File: src/sv/sdm_pkg.sv
// shared types, constants and codes for the spectral distortion metrics block
package sdm_pkg;

  // fixed field widths
  localparam int SAMPLE_W      = 20;
  localparam int MAX_SIZE_LOG2 = 15;
  localparam int PWR_W         = 56;
  localparam int BIN_W         = 15;
  localparam int PHASE_W       = 14;
  localparam int SIZE_W        = 4;
  localparam int CFG_W         = 15;
  localparam int CFG_IDX_W     = 1;

  // saturation ceiling of every power and sum
  localparam logic [PWR_W-1:0] PWR_MAX = {PWR_W{1'b1}};

  // register reset values
  localparam logic [SIZE_W-1:0] SIZE_RST = SIZE_W'(10);
  localparam logic [BIN_W-1:0]  FUND_RST = BIN_W'(1);

  // configuration register indexes
  typedef enum logic [CFG_IDX_W-1:0] {
    CFG_SIZE_LOG2 = 1'b0,
    CFG_FUND_BIN  = 1'b1
  } cfg_reg_t;

  // input transaction
  typedef struct packed {
    logic signed [SAMPLE_W-1:0] bin_real;
    logic signed [SAMPLE_W-1:0] bin_imag;
  } in_item_t;

  // result transaction
  typedef struct packed {
    logic [PWR_W-1:0] peak_power;
    logic [PWR_W-1:0] fund_power;
    logic [PWR_W-1:0] harmonic_power;
    logic [PWR_W-1:0] noise_power;
    logic             noise_found;
    logic [PWR_W-1:0] noise_dist_power;
    logic [PWR_W-1:0] spur_power;
    logic [BIN_W-1:0] spur_bin;
    logic             saturated;
  } out_item_t;

  // per-bin classification that travels with the data
  typedef struct packed {
    logic [BIN_W-1:0] idx;
    logic             dc;
    logic             fund;
    logic             mult;
    logic             harm;
    logic             spur;
    logic             last;
  } bin_tag_t;

  // stage load enables from the top level
  typedef struct packed {
    logic ld2;
    logic ld3;
  } pipe_ld_t;

  // stage occupancy back to the top level
  typedef struct packed {
    logic v2;
    logic v3;
  } pipe_vld_t;

endpackage

File: src/sv/spectral_distortion_metrics.sv
// top level: bin classification, accumulators and result register
//
// Usage: FFT bins 0..N/2 (N = 2^size_log2) enter in order on the in_ channel,
// one valid/ready transaction per bin, as signed real/imaginary pairs. After
// the last bin of a frame one result transaction leaves on the out_ channel
// with peak, fundamental, harmonic, noise and noise-plus-distortion powers,
// the largest spur with its bin, and flags for noise found and saturation.
// Throughput is one bin per cycle: the path is an input register, a square
// stage, a power stage and the accumulators, each one register deep.
// The result register loads when the last bin of a frame leaves the power
// stage; while the result waits there, bins of the next frame keep flowing.
// Only when the next frame's last bin reaches the accumulators with the old
// result still untaken does the pipe stall, and in_ready drops back through
// the stages that are full. Registers are written on cfg_we, by the user
// only while the block is idle, which the block does not enforce; any write
// clears the frame in progress. Synchronous reset restores size_log2 = 10 and
// fundamental_bin = 1 and empties the pipe and all accumulators.
module spectral_distortion_metrics (
  input  logic                            clk,
  input  logic                            rst_n,
  input  logic                            in_valid,
  output logic                            in_ready,
  input  sdm_pkg::in_item_t               in_data,
  output logic                            out_valid,
  input  logic                            out_ready,
  output sdm_pkg::out_item_t              out_data,
  input  logic                            cfg_we,
  input  logic [sdm_pkg::CFG_IDX_W-1:0]   cfg_index,
  input  logic [sdm_pkg::CFG_W-1:0]       cfg_wdata
);

  localparam int SW     = sdm_pkg::SAMPLE_W;
  localparam int PW     = sdm_pkg::PWR_W;
  localparam int BW     = sdm_pkg::BIN_W;
  localparam int HALF_W = BW + 1;

  // configuration and frame counters
  logic [sdm_pkg::SIZE_W-1:0]  size_r;
  logic [BW-1:0]               fund_r;
  logic [BW-1:0]               bin_cnt_r;
  logic [BW-1:0]               bin_cnt_nxt;
  logic [sdm_pkg::PHASE_W-1:0] phase_r;
  logic [sdm_pkg::PHASE_W-1:0] phase_nxt;
  logic [sdm_pkg::SIZE_W-1:0]  size_eff;
  logic [HALF_W-1:0]           half;
  logic [HALF_W-1:0]           bin_w;
  logic [HALF_W-1:0]           fund_w;
  logic [BW-1:0]               phase_inc;
  logic                        far;
  sdm_pkg::bin_tag_t           tag_nxt;

  // input register
  logic                        v1_r;
  logic [SW-1:0]               mag_re_r;
  logic [SW-1:0]               mag_im_r;
  logic [SW-1:0]               mag_re_nxt;
  logic [SW-1:0]               mag_im_nxt;
  logic [SW-1:0]               raw_re;
  logic [SW-1:0]               raw_im;
  sdm_pkg::bin_tag_t           tag1_r;

  // pipe control
  sdm_pkg::pipe_ld_t           ld;
  sdm_pkg::pipe_vld_t          vld;
  logic                        ld1;
  logic                        hold3;
  logic                        fire;
  logic                        in_acc;
  logic [PW-1:0]               pwr;
  logic                        pwr_clip;
  sdm_pkg::bin_tag_t           tag3;

  // accumulators
  logic [PW-1:0]               peak_r;
  logic [PW-1:0]               peak_nxt;
  logic [PW-1:0]               fund_acc_r;
  logic [PW-1:0]               fund_acc_nxt;
  logic [PW-1:0]               harm_r;
  logic [PW-1:0]               harm_nxt;
  logic [PW-1:0]               noise_r;
  logic [PW-1:0]               noise_nxt;
  logic [PW-1:0]               nd_r;
  logic [PW-1:0]               nd_nxt;
  logic [PW-1:0]               spur_r;
  logic [PW-1:0]               spur_nxt;
  logic [BW-1:0]               spur_idx_r;
  logic [BW-1:0]               spur_idx_nxt;
  logic                        noise_seen_r;
  logic                        noise_seen_nxt;
  logic                        clip_r;
  logic                        clip_nxt;
  logic [PW:0]                 harm_sum;
  logic [PW:0]                 noise_sum;
  logic [PW:0]                 nd_sum;

  // result register
  logic                        out_valid_r;
  sdm_pkg::out_item_t          out_data_r;
  sdm_pkg::out_item_t          out_data_nxt;

  // configuration writes
  always_ff @(posedge clk) begin
    if (!rst_n) begin
      size_r <= sdm_pkg::SIZE_RST;
      fund_r <= sdm_pkg::FUND_RST;
    end else if (cfg_we) begin
      unique case (cfg_index)
        sdm_pkg::CFG_SIZE_LOG2: size_r <= cfg_wdata[sdm_pkg::SIZE_W-1:0];
        sdm_pkg::CFG_FUND_BIN:  fund_r <= cfg_wdata[BW-1:0];
      endcase
    end
  end

  // frame geometry
  always_comb begin
    size_eff = size_r;
    if (size_r < sdm_pkg::SIZE_W'(2)) size_eff = sdm_pkg::SIZE_W'(2);
    if (size_r > sdm_pkg::SIZE_W'(sdm_pkg::MAX_SIZE_LOG2)) begin
      size_eff = sdm_pkg::SIZE_W'(sdm_pkg::MAX_SIZE_LOG2);
    end
    half   = HALF_W'(1) << (size_eff - sdm_pkg::SIZE_W'(1));
    fund_w = {1'b0, fund_r};
    bin_w  = {1'b0, bin_cnt_r};
    far    = (fund_r == '0) || (fund_w > half);
  end

  // classify the bin being accepted
  always_comb begin
    tag_nxt.idx  = bin_cnt_r;
    tag_nxt.dc   = (bin_cnt_r == '0);
    tag_nxt.fund = !far && (bin_cnt_r == fund_r);
    tag_nxt.mult = !far && (phase_r == '0);
    tag_nxt.harm = tag_nxt.mult && (bin_w >= {fund_r, 1'b0});
    tag_nxt.spur = !far && (bin_w >= fund_w + HALF_W'(1)) &&
                   ((fund_r == BW'(1)) || (phase_r == sdm_pkg::PHASE_W'(1)));
    tag_nxt.last = (bin_w >= half);
  end

  // bin index and position within the fundamental period
  always_comb begin
    phase_inc   = {1'b0, phase_r} + BW'(1);
    bin_cnt_nxt = tag_nxt.last ? '0 : bin_cnt_r + BW'(1);
    phase_nxt   = phase_r;
    if (tag_nxt.last) begin
      phase_nxt = '0;
    end else if (!far) begin
      phase_nxt = (phase_inc >= fund_r) ? '0 : phase_inc[sdm_pkg::PHASE_W-1:0];
    end
  end

  always_ff @(posedge clk) begin
    if (!rst_n || cfg_we) begin
      bin_cnt_r <= '0;
      phase_r   <= '0;
    end else if (in_acc) begin
      bin_cnt_r <= bin_cnt_nxt;
      phase_r   <= phase_nxt;
    end
  end

  // magnitudes of the two's-complement components
  always_comb begin
    raw_re     = in_data.bin_real;
    raw_im     = in_data.bin_imag;
    mag_re_nxt = raw_re[SW-1] ? (~raw_re + SW'(1)) : raw_re;
    mag_im_nxt = raw_im[SW-1] ? (~raw_im + SW'(1)) : raw_im;
  end

  // stall only when a frame end meets an untaken result
  assign hold3    = vld.v3 && tag3.last && out_valid_r && !out_ready;
  assign ld.ld3   = !hold3;
  assign ld.ld2   = ld.ld3 || !vld.v2;
  assign ld1      = ld.ld2 || !v1_r;
  assign in_ready = ld1;
  assign in_acc   = in_valid && ld1;
  assign fire     = vld.v3 && !hold3;

  // input register
  always_ff @(posedge clk) begin
    if (!rst_n) begin
      v1_r <= 1'b0;
    end else if (ld1) begin
      v1_r <= in_valid;
    end
  end

  always_ff @(posedge clk) begin
    if (ld1) begin
      mag_re_r <= mag_re_nxt;
      mag_im_r <= mag_im_nxt;
      tag1_r   <= tag_nxt;
    end
  end

  sdm_power u_power (
    .clk      (clk),
    .rst_n    (rst_n),
    .v1       (v1_r),
    .mag_re   (mag_re_r),
    .mag_im   (mag_im_r),
    .tag1     (tag1_r),
    .ld       (ld),
    .vld      (vld),
    .pwr      (pwr),
    .pwr_clip (pwr_clip),
    .tag3     (tag3)
  );

  // saturating sums
  assign harm_sum  = {1'b0, harm_r}  + {1'b0, pwr};
  assign noise_sum = {1'b0, noise_r} + {1'b0, pwr};
  assign nd_sum    = {1'b0, nd_r}    + {1'b0, pwr};

  // accumulator update for one bin
  always_comb begin
    peak_nxt       = peak_r;
    fund_acc_nxt   = fund_acc_r;
    harm_nxt       = harm_r;
    noise_nxt      = noise_r;
    nd_nxt         = nd_r;
    spur_nxt       = spur_r;
    spur_idx_nxt   = spur_idx_r;
    noise_seen_nxt = noise_seen_r;
    clip_nxt       = clip_r;
    if (fire) begin
      if (pwr > peak_r) peak_nxt = pwr;
      if (pwr_clip) clip_nxt = 1'b1;
      if (!tag3.dc) begin
        if (tag3.fund) begin
          fund_acc_nxt = pwr;
        end else begin
          nd_nxt = nd_sum[PW] ? sdm_pkg::PWR_MAX : nd_sum[PW-1:0];
          if (nd_sum[PW]) clip_nxt = 1'b1;
        end
        if (tag3.mult) begin
          if (tag3.harm) begin
            harm_nxt = harm_sum[PW] ? sdm_pkg::PWR_MAX : harm_sum[PW-1:0];
            if (harm_sum[PW]) clip_nxt = 1'b1;
          end
        end else begin
          noise_nxt      = noise_sum[PW] ? sdm_pkg::PWR_MAX : noise_sum[PW-1:0];
          noise_seen_nxt = 1'b1;
          if (noise_sum[PW]) clip_nxt = 1'b1;
        end
        if (tag3.spur && (pwr > spur_r)) begin
          spur_nxt     = pwr;
          spur_idx_nxt = tag3.idx;
        end
      end
    end
  end

  always_ff @(posedge clk) begin
    if (!rst_n || cfg_we || (fire && tag3.last)) begin
      peak_r       <= '0;
      fund_acc_r   <= '0;
      harm_r       <= '0;
      noise_r      <= '0;
      nd_r         <= '0;
      spur_r       <= '0;
      spur_idx_r   <= '0;
      noise_seen_r <= 1'b0;
      clip_r       <= 1'b0;
    end else begin
      peak_r       <= peak_nxt;
      fund_acc_r   <= fund_acc_nxt;
      harm_r       <= harm_nxt;
      noise_r      <= noise_nxt;
      nd_r         <= nd_nxt;
      spur_r       <= spur_nxt;
      spur_idx_r   <= spur_idx_nxt;
      noise_seen_r <= noise_seen_nxt;
      clip_r       <= clip_nxt;
    end
  end

  // result of the frame that ends with this bin
  always_comb begin
    out_data_nxt.peak_power       = peak_nxt;
    out_data_nxt.fund_power       = fund_acc_nxt;
    out_data_nxt.harmonic_power   = harm_nxt;
    out_data_nxt.noise_power      = noise_nxt;
    out_data_nxt.noise_found      = noise_seen_nxt;
    out_data_nxt.noise_dist_power = nd_nxt;
    out_data_nxt.spur_power       = spur_nxt;
    out_data_nxt.spur_bin         = spur_idx_nxt;
    out_data_nxt.saturated        = clip_nxt;
  end

  // result register
  always_ff @(posedge clk) begin
    if (!rst_n) begin
      out_valid_r <= 1'b0;
    end else if (fire && tag3.last) begin
      out_valid_r <= 1'b1;
    end else if (out_ready) begin
      out_valid_r <= 1'b0;
    end
  end

  always_ff @(posedge clk) begin
    if (fire && tag3.last) begin
      out_data_r <= out_data_nxt;
    end
  end

  assign out_valid = out_valid_r;
  assign out_data  = out_data_r;

endmodule

File: src/sv/sdm_power.sv
// two-stage bin power unit: squares, then sum with clipping
module sdm_power (
  input  logic                        clk,
  input  logic                        rst_n,
  input  logic                        v1,
  input  logic [sdm_pkg::SAMPLE_W-1:0] mag_re,
  input  logic [sdm_pkg::SAMPLE_W-1:0] mag_im,
  input  sdm_pkg::bin_tag_t           tag1,
  input  sdm_pkg::pipe_ld_t           ld,
  output sdm_pkg::pipe_vld_t          vld,
  output logic [sdm_pkg::PWR_W-1:0]   pwr,
  output logic                        pwr_clip,
  output sdm_pkg::bin_tag_t           tag3
);

  localparam int SQ_W  = 2 * sdm_pkg::SAMPLE_W;
  localparam int SUM_W = SQ_W + 1;
  localparam int EW    = (SUM_W > sdm_pkg::PWR_W) ? SUM_W : sdm_pkg::PWR_W;

  logic                      v2_r;
  logic                      v3_r;
  logic [SQ_W-1:0]           sq_re_r;
  logic [SQ_W-1:0]           sq_im_r;
  sdm_pkg::bin_tag_t         tag2_r;
  sdm_pkg::bin_tag_t         tag3_r;
  logic [sdm_pkg::PWR_W-1:0] pwr_r;
  logic [sdm_pkg::PWR_W-1:0] pwr_nxt;
  logic                      clip_r;
  logic                      clip_nxt;
  logic [EW-1:0]             re_e;
  logic [EW-1:0]             sum_e;

  // stage occupancy
  always_ff @(posedge clk) begin
    if (!rst_n) begin
      v2_r <= 1'b0;
      v3_r <= 1'b0;
    end else begin
      if (ld.ld2) v2_r <= v1;
      if (ld.ld3) v3_r <= v2_r;
    end
  end

  // square stage
  always_ff @(posedge clk) begin
    if (ld.ld2) begin
      sq_re_r <= SQ_W'(mag_re) * SQ_W'(mag_re);
      sq_im_r <= SQ_W'(mag_im) * SQ_W'(mag_im);
      tag2_r  <= tag1;
    end
  end

  // dc bin uses re^2, others 4*(re^2+im^2), clipped at the ceiling
  always_comb begin
    re_e  = EW'(sq_re_r);
    sum_e = EW'(sq_re_r) + EW'(sq_im_r);
    if (tag2_r.dc) begin
      clip_nxt = re_e > EW'(sdm_pkg::PWR_MAX);
      pwr_nxt  = clip_nxt ? sdm_pkg::PWR_MAX : sdm_pkg::PWR_W'(re_e);
    end else begin
      clip_nxt = sum_e > EW'(sdm_pkg::PWR_MAX >> 2);
      pwr_nxt  = clip_nxt ? sdm_pkg::PWR_MAX : sdm_pkg::PWR_W'(sum_e << 2);
    end
  end

  // power stage
  always_ff @(posedge clk) begin
    if (ld.ld3) begin
      pwr_r  <= pwr_nxt;
      clip_r <= clip_nxt;
      tag3_r <= tag2_r;
    end
  end

  assign vld.v2   = v2_r;
  assign vld.v3   = v3_r;
  assign pwr      = pwr_r;
  assign pwr_clip = clip_r;
  assign tag3     = tag3_r;

endmodule

File: config.mk
export PLATFORM = sky130hd
export DESIGN_NAME = spectral_distortion_metrics
export DESIGN_NICKNAME = d
export VERILOG_FILES = /design/src/sv/sdm_pkg.sv /design/src/sv/spectral_distortion_metrics.sv /design/src/sv/sdm_power.sv
export SDC_FILE = /design/constraint.sdc
export NUM_CORES = 2
export LEC_CHECK = 0
export BUFFER_PORTS_ARGS = -buffer_cell sky130_fd_sc_hd__buf_2
export CAP_MARGIN = 20
export CORE_MARGIN = 2
export CORE_UTILIZATION = 63
export DETAILED_ROUTE_END_ITERATION = 10
export PLACE_DENSITY_LB_ADDON = 0.25
export SETUP_SLACK_MARGIN = 0.15
export SYNTH_ARGS = -nofsm -noshare
export SYNTH_HDL_FRONTEND = slang
export SYNTH_SLANG_ARGS = --single-unit
export TNS_END_PERCENT = 10
File: constraint.sdc
create_clock -name clk -period 20.8 [get_ports clk]
set_input_delay 1.04 -clock clk [delete_from_list [all_inputs] [get_ports clk]]
set_output_delay 1.04 -clock clk [all_outputs]
set_load 0.01 [all_outputs]
==> summary.md <==
| Metric | Value |
|---|---|
| Status | `complete, no violations` |
| Slew Limit Fails | `0` |
| Syn_area_per_cell | `10.4 sq um` |
| Resize count post-CTS | `0` |
| TritonRoute pass-1 iters | `5` |
| R2R setup slack | `12.70 ns` |
| CP Max Fanout | `24` |
| Initial Utilization | `63.7%` |
| Final TNS setup | `0 ns` |
| Post CTS Setup Buffer Count | `0` |
| Startpoint Class | `flop` |
| Synth async-reset ratio | `0%` |
| First-pass GRT wire length | `287 mm` |
| Cts hold-fix bufs | `0` |
| Cell count after synthesis | `6831` |
| Die H | `339 um` |
| Commonest non-fill, non-tap cell in the layout | `inv_1` |
| Cell row count | `122` |
| DRT Wirelength | `183 mm` |
| Setup violations, final | `0` |
| Synth warn | `0` |
| EDFF count, synth | `576` |
| Design Area, Final | `0.0776 sq mm` |
| Share of post-route cells with drive strength above 1 | `11.9%` |
| Seq/Total Area, Yosys | `35.9%` |
| Main synth FF type | `edfxtp_1` |
| Number of antenna diodes | `0` |
| Slew margin rel. | `19.5%` |
| Max Cap Viol | `0` |
| H-Tree Depth | `3` |
| Worst-margin pin slew | `1.21 ns` |
| Tcrit/Tclk final | `39.0%` |
| Placer Congestion | `0.954` |
| Crit Path Category | `flop to flop` |
| Io pins | `416` |
| Req. time, crit path | `21.24 ns` |
| Reg2Reg Depth | `26` |
| Drt via density | `5.89` |
| Core area | `0.111 sq mm` |
| Drt first-iter violations | `3971` |
| DR DRC count | `0` |
| Post-synth cell types | `98` |
| Antenna Violating Nets Remaining | `0` |
| Netlist Area Pre-Place | `0.0707 sq mm` |
| F_max | `123 MHz` |
| Final #Nets | `8385` |
| Largest net degree at the start of global routing | `212` |
| RSZ-0062 raised after global routing | `false` |
| Worst Hold Path Cells | `0` |
| GRT overflow | `0` |
| Clk sink count | `981` |
| Clock Path Buffers | `3` |
| Clock root buffer | `clkbuf_16` |
| Clock transition at the registers of the reported paths | `0.06 ns` |
| Worst Path Arrival | `8.54 ns` |
| Dpl cell area | `0.0740 sq mm` |
| Die ar. | `0.115 sq mm` |
| Routed length per instance | `21.1 um` |
| Die width | `339 um` |
| CTS tree | `done` |
| Clk_lat worst skew | `0.72 ns` |
| Via count | `51.2k` |
| Initial antenna violation count | `1` |
| CTS Buf Count | `101` |
| Area Overhead vs Synth | `9.71%` |
| Vias in the first global route | `51.7k` |
| Final min period | `8.10 ns` |
| DP HPWL | `137 mm` |
| Min-delay worst type | `flop to flop` |
| I/O Buffers | `415` |
| Hold Violations, Final | `0` |
| Layout Skew | `0.0391 ns` |
| Seq cells post-synth | `981` |
| Critical path capture point type | `flop` |
| Gr usage total | `32.1%` |
| Most frequent cells in the layout | `inv_1 (901), ha_1 (643), edfxtp_1 (576), fa_1 (557), nand2_1 (543)` |
registers in the layout (all words and copies together), names as in the netlist, 15 cells and up:
signal / flops
out_data: 353
fund_acc_r: 56
harm_r: 56
nd_r: 56
noise_r: 56
peak_r: 56
spur_r: 56
u_power.pwr: 42
u_power.sq_im_r: 39
u_power.sq_re_r: 39
tag1_r: 21
u_power.tag2_r: 21
u_power.tag3: 21
mag_im_r: 20
mag_re_r: 20
bin_cnt_r: 15
fund_r: 15
spur_idx_r: 15
area by class of cell:
type | instances | area (sq um)
multi-input combinational | 4673 | 40900
fill | 8188 | 33400
sequential | 981 | 25400
inverter | 902 | 3390
clock buffer | 135 | 2810
timing repair buffer | 465 | 2500
tap | 1488 | 1860
clock inverter | 57 | 757
worst paths after layout:
check / end / start
max: u_power.sq_im_r[39] / mag_im_r[2]
min: u_power.tag2_r[15] / tag1_r[15]
min reg2reg: u_power.tag2_r[15] / tag1_r[15]
max reg2reg: u_power.sq_im_r[39] / mag_im_r[2]
critical path, stage by stage, from the launching register on:
cell       delay [ns]
edfxtp_1         0.99
nand2_1          0.19
fa_1             0.63
inv_1            0.07
fa_1             0.50
inv_1            0.05
fa_1             0.52
inv_1            0.05
fa_1             0.50
inv_1            0.05
fa_1             0.51
inv_1            0.07
fa_1             0.54
inv_1            0.06
fa_1             0.55
inv_1            0.04
ha_1             0.34
nand2_1          0.08
nor2_1           0.19
nand2_1          0.10
o2111ai_1        0.24
nand3_1          0.18
o31ai_1          0.64
a211oi_1         0.25
o21ai_0          0.25
a21oi_1          0.12
xnor2_1          0.13
metal layers:
metal / track usage, % / up-vias / share of wire (%)
li1: - / 23700 / -
met3: 4.09 / 474 / 7.1
met4: 16.1 / 0 / 5.5
met5: 0 / - / 0
met2: 53.4 / 1952 / 48
met1: 41.3 / 25100 / 40
Yosys cell counts, types with 54 or more instances:
library cell / instances / area [sq um]
a21o_1: 164 / 1230
inv_1: 902 / 3390
dfxtp_1: 405 / 8110
nand2_1: 545 / 2050
xnor2_1: 235 / 2060
nand4_1: 81 / 507
nor2b_1: 55 / 344
edfxtp_1: 576 / 17300
ha_1: 643 / 8050
clkbuf_1: 231 / 867
o21ai_0: 190 / 951
a21oi_1: 353 / 1770
nand3_1: 105 / 526
and2_1: 452 / 2830
nor2_1: 303 / 1140
mux2_2: 111 / 1250
xor2_1: 119 / 1040
fa_1: 557 / 11200
a31oi_1: 54 / 338
and3_1: 61 / 382
logic make-up after synthesis:
family	after synthesis	share of synthesized area (%)
xor+xnor	354	4.38
mux	160	2.74
flops	981	35.9
fa+ha+maj	1200	27.1
other cells	1	0.00530
compound gates	1146	10.6
buf+inv	1178	6.38
simple gates	1811	12.9
stage by stage:
step | setup slack, ns | instances | utilization, % | hold WS, ns
finish | 12.70 | 8701 | 69.9 | 0.394
global route | 12.25 | 8701 | 69.9 | 0.399
CTS | 12.77 | 8700 | 69.9 | 0.401
detailed placement | 12.82 | 8508 | 66.7 | 0.405
global placement | 12.97 | 8507 | 66.7 | 0.402
floorplan | 3.37 | 6832 | - | 0.400
Power is left out: the tool's default activity adds up to more than one toggle a clock period on the data nets, which glitch-free logic cannot reach.
